[src/cpi_pkg.sv]
`default_nettype none
package cpi_pkg;
	localparam int unsigned NumAxes    = 3;
	localparam int unsigned SqrtSteps  = 32;
	localparam int unsigned DivSteps   = 16;
	localparam int unsigned BackStages = 6;
	localparam int unsigned QueueDepth = 2;
	// Edges from the accepting edge to the edge that samples done high.
	localparam int unsigned CpiLatency = SqrtSteps + DivSteps + BackStages + 3;

	localparam logic [30:0] ResetOneQ16 = 31'd65536;
	localparam logic [31:0] ResetUpper  = 32'h03E8_0000;
	localparam logic [31:0] ResetLower  = 32'hFC18_0000;

	typedef enum logic [2:0] {
		REG_SPEED_REFERENCE = 3'd0,
		REG_TIME_STEP       = 3'd1,
		REG_X_UPPER         = 3'd2,
		REG_X_LOWER         = 3'd3,
		REG_Y_UPPER         = 3'd4,
		REG_Y_LOWER         = 3'd5,
		REG_Z_UPPER         = 3'd6,
		REG_Z_LOWER         = 3'd7
	} cpi_reg_t;

	typedef struct packed {
		logic [NumAxes-1:0][31:0] pos;
		logic [NumAxes-1:0][31:0] frc;
		logic [NumAxes-1:0][15:0] orient;
		logic [NumAxes-1:0][15:0] dir;
		logic [15:0]              dir_factor;
		logic [15:0]              prop_factor;
	} cpi_item_t;

	typedef struct packed {
		cpi_item_t                item;
		logic [NumAxes-1:0][16:0] unit;
	} cpi_work_t;

	typedef struct packed {
		logic [30:0]              speed_ref;
		logic [30:0]              time_step;
		logic [NumAxes-1:0][31:0] upper;
		logic [NumAxes-1:0][31:0] lower;
	} cpi_cfg_t;

	function automatic logic [31:0] sat32(input logic signed [63:0] v);
		if (v > 64'sh0000_0000_7FFF_FFFF) begin
			return 32'h7FFF_FFFF;
		end else if (v < 64'shFFFF_FFFF_8000_0000) begin
			return 32'h8000_0000;
		end else begin
			return v[31:0];
		end
	endfunction
endpackage
`default_nettype wire

[src/cpi_queue.sv]
`default_nettype none
module cpi_queue (
	input  logic               clk,
	input  logic               arst_n,
	input  logic               push,
	input  cpi_pkg::cpi_work_t push_data,
	input  logic               pop,
	output logic               not_empty,
	output logic               full,
	output cpi_pkg::cpi_work_t pop_data
);
	import cpi_pkg::*;

	localparam int PtrW = $clog2(QueueDepth);
	localparam int CntW = $clog2(QueueDepth + 1);

	cpi_work_t           mem_q [QueueDepth];
	logic [PtrW-1:0]     wr_ptr_q;
	logic [PtrW-1:0]     rd_ptr_q;
	logic [CntW-1:0]     count_q;
	logic                do_push;
	logic                do_pop;

	assign not_empty = count_q != CntW'(0);
	assign full      = count_q == CntW'(QueueDepth);
	assign pop_data  = mem_q[rd_ptr_q];
	assign do_push   = push && !full;
	assign do_pop    = pop && not_empty;

	always_ff @(posedge clk or negedge arst_n) begin
		if (!arst_n) begin
			wr_ptr_q <= '0;
			rd_ptr_q <= '0;
			count_q  <= '0;
		end else begin
			if (do_push) begin
				wr_ptr_q <= (wr_ptr_q == PtrW'(QueueDepth - 1)) ? '0 : wr_ptr_q + PtrW'(1);
			end
			if (do_pop) begin
				rd_ptr_q <= (rd_ptr_q == PtrW'(QueueDepth - 1)) ? '0 : rd_ptr_q + PtrW'(1);
			end
			if (do_push && !do_pop) begin
				count_q <= count_q + CntW'(1);
			end else if (do_pop && !do_push) begin
				count_q <= count_q - CntW'(1);
			end
		end
	end

	always_ff @(posedge clk) begin
		if (do_push) begin
			mem_q[wr_ptr_q] <= push_data;
		end
	end
endmodule
`default_nettype wire

[config.mk]
export PLATFORM = sky130hd
export DESIGN_NAME = cpi_queue
export DESIGN_NICKNAME = d
export VERILOG_FILES = /design/src/cpi_pkg.sv /design/src/cpi_queue.sv
export SDC_FILE = /design/constraint.sdc
export NUM_CORES = 1
export LEC_CHECK = 0
export ABC_AREA = 1
export BUFFER_PORTS_ARGS = -buffer_cell sky130_fd_sc_hd__clkbuf_2
export CAP_MARGIN = 20
export CORE_UTILIZATION = 30
export CTS_BUF_LIST = sky130_fd_sc_hd__clkbuf_8
export CTS_CLUSTER_SIZE = 10
export DETAILED_ROUTE_END_ITERATION = 8
export PLACE_DENSITY_LB_ADDON = 0.1
export SYNTH_ARGS = -nofsm -noshare
export SYNTH_HDL_FRONTEND = slang
export SYNTH_SLANG_ARGS = --single-unit
[constraint.sdc]
create_clock -name clk -period 17.3 [get_ports clk]
set_clock_uncertainty 0.2 [all_clocks]
set_input_delay 0 -clock clk [delete_from_list [all_inputs] [get_ports clk]]
set_output_delay 0 -clock clk [all_outputs]
set_load 0.01 [all_outputs]
==> impl_results.md <==
- Wire length of the first global-routing pass: 119,000 µm
- Total wire length after detailed routing: 81,200 µm
- Number of nets with antenna violations after routing: 0
- Post-synthesis compound-gate area fraction: less than 1%
- Worst hold slack: roughly 0.27 ns
- Vias in the first global route: 21,000
- Count leader, synth: nand2_1
- Achievable Freq: 222 MHz
- Comb power frac: 34.2%
- Design internal power: about 3.9 mW
- Cell count after synthesis: 1,969
- Share of synthesized flip-flops with an asynchronous set or reset: 0.536%
- Die area: between 90,000 and 100,000 µm²
- Top cell type's share of synthesized area: slightly above 80%
- Number of rows created at floorplan: ~110
- Total half-perimeter wirelength after legalization and detailed placement: 50,900 µm
- First-pass iteration count of the detailed router: 5
- Largest area contributor in the netlist: edfxtp_1
- Peak-usage layer in the global routing report: met2
- Number of warning messages in the yosys log: 0
- Worst IR Drop VDD: 0.125 mV
- Met1 demand-to-capacity share in global routing: 18.2%
- Per-cell via count in the routed design: 4.22
- Fin crit share: a little over a quarter
- WL per Instance: between 15 and 20 µm
- Worst min-delay path class: input pin to flop
- #FFs+latches synth: 746
- Number of placed I/O pins: 748
- Power density over the cells: 146 nW/µm²
- Pleak: 18.0 nW
- Number of H-tree levels: 4
- All-Layer GR Usage: 17.3%
- Pin count of the biggest net entering global routing: between 100 and 150
- Count of endpoints failing setup in the final report: 0
- Switching part of the total power: 36.6%
- Area growth from synthesis to layout: 54.7%
- Arrival time at the worst endpoint: 4.30 ns
- Top post-synthesis cells by area: edfxtp_1, nand2_1, buf_2, dfrtp_1, clkbuf_1
- Internal reg-to-reg setup slack: roughly 13 ns
- Outcome: finished, final reports clean
- Library cells used by synthesis: 14
- Worst-path clk slew: 0.06 ns
- Worst setup EP type: primary output
- Crit path time final: 4.50 ns
- Hold Violations, Final: 0
- Total via count after detailed routing: just over 20,000
- Post-route DRC violation count: 0
- Buffers inserted during post-CTS setup optimization: 0
- Summed instance area of the synthesized netlist: 27,100 µm²
- Most frequent cells after synthesis: nand2_1, edfxtp_1, buf_2, clkbuf_1, inv_1
- Seq/Total Area, Yosys: 82.6%
- Critical path peak fanout: roughly 120
- Total overflow reported by the global router: 0
- Sequential share of power: 42.2%
- Met2 GRT Util: 30.2%
- Number of antenna violations at the first check in global routing: 8
- Part of the power in the clock network: 23.6%
- Worst relative slew slack: 27.7%
- Startpoint kind of the worst setup timing path: flop
- Initial core utilization: 30.5%
- Die X-Extent: slightly above 300 µm
- CTS root buffer: clkbuf_8
- Vertical extent of the die: 302 µm
- Type of the setup path with the least slack: flop to primary output
- CTS Buffer Depth: 3
- Clk sinks: 746
- Routability cong.: between 0.7 and 0.8
- Dominant synthesized flop cell: edfxtp_1
- Final net count: 3,914
- Net count after synthesis: 2,345
- Slew Viols, Final: 0
- Setup repair after global routing missed its margin: false
- Largest family of logic cells by synthesized area: simple AND/OR/NAND/NOR gates
- Sw power: roughly 2.2 mW
- CTS tree: built
- Number of enable-type register cells in the synthesized netlist: 742
- Fraction of layout cells with a size suffix above 1: 25.4%
- Core area: slightly below 90,000 µm²
- Number of clock buffers inserted by TritonCTS: 133
- Slew at the pin with the worst max-slew slack: about 1.1 ns
- Violation count after the first detailed-routing iteration: 855
- Required time reported for the critical path endpoint: 17.10 ns
- Synth Area in XOR/XNOR: 0.0323%
- Clk Latency, worst-skew pair: 0.79 ns
- Synthesized-area fraction occupied by and/or/nand/nor cells: between 10% and 20%
- Number of buffers inserted by port buffering: 747
- Multiplexer fraction of the synthesized cell area: 0%
- # Max-Cap Violations: 0
- Setup TNS: 0 ns
- Fraction of the mapped netlist area in adder cells: 0.0462%
- Met3 Resource Use GR: between 6 and 7%
- Mean cell area of the mapped netlist: between 10 and 15 µm²
==> placed cells by master (no fill, tap or decap) <==
master,synthesis,final
ha_1,1,1
nand3_1,2,2
dlygate4sd3_1,0,749
dfrtp_1,4,3
inv_1,7,58
clkinv_4,0,1
clkbuf_2,0,747
clkinv_2,0,3
clkbuf_8,0,139
nor2_4,0,1
inv_8,0,3
clkinv_1,0,22
o21ai_0,1,1
nand4_1,1,1
buf_4,1,17
xnor2_1,1,1
buf_16,0,2
inv_6,0,2
clkinvlp_4,0,6
dfrtp_4,0,1
edfxtp_1,742,742
buf_12,0,1
nand2_1,1124,1124
nor2_1,3,2
diode_2,0,8
==> final timing paths <==
path	from	to	cells after the start
setup / recovery	rd_ptr_q	pop_data[193]	7
hold / removal	push_data[313]	mem_q[0][313]	3
setup reg to reg	count_q[1]	mem_q[1][215]	7
hold reg to reg	count_q[1]	count_q[1]	2
max in group asynchronous	arst_n	rd_ptr_q	4
min in group asynchronous	arst_n	rd_ptr_q	4
==> registers in the layout, summed over array words and instances (netlist names) <==
signal	count
rd_ptr_q	1
count_q	2
mem_q	742
wr_ptr_q	1
==> worst max-delay path: stages (launching register included) <==
cell and delay (ns):
dfrtp_4 0.81, inv_8 0.65, buf_4 0.78, buf_4 0.37
buf_16 0.34, nand2_1 0.09, nand2_1 0.13, clkbuf_2 0.15
==> layout make-up <==
class	count	area, µm²
Tap cell	1165	1460
Multi-Input combinational cell	1133	4280
Inverter	8	45.0
Clock buffer	139	1910
Fill cell	8297	47000
Antenna cell	8	20.0
Timing Repair Buffer	1516	11400
Sequential cell	746	22400
Clock inverter	87	375
==> power groups by stage <==
stage / clock (mW) / sequential, mW / combinational (mW)
after floorplan: 0 / 2.79 / 1.05
after global placement: 0 / 2.61 / 1.99
after detailed placement: 0 / 2.62 / 1.99
after CTS: 1.50 / 2.58 / 2.14
after global routing: 1.57 / 2.62 / 2.31
final: 1.44 / 2.58 / 2.09
==> routing by layer <==
layer  vias up  share of wire [%]
li1       9843                  -
met1      9624                 37
met2       633                 51
met3       165                8.4
met4         8                4.1
met5         -              0.068
==> cell families after synthesis <==
kind of cell	after synthesis
simple gates	1130
flops	746
buf+inv	90
compound gates	1
xor+xnor	1
fa+ha+maj	1
==> per-stage QoR <==
stage / total power [mW] / instances / setup slack [ns] / utilization (%) / area [µm²]
after global placement: 4.60 / 3816 / 12.50 / 36.0 / 32000
after CTS: 6.22 / 4791 / 12.17 / 47.0 / 41800
after global routing: 6.50 / 4797 / 12.33 / 47.1 / 41900
final: 6.11 / 4802 / 12.80 / 47.1 / 41900
after floorplan: 3.84 / 1969 / 0.0788 / - / 27100
after detailed placement: 4.61 / 3816 / 12.48 / 36.0 / 32000
==> repair_timing <==
item / in CTS / in global routing
hold buffers: 749 / 0
endpoints found under the hold margin: 805 / 0
gates resized for setup: 0 / 0
No activity file was read; power rests on OpenSTA's default activity.
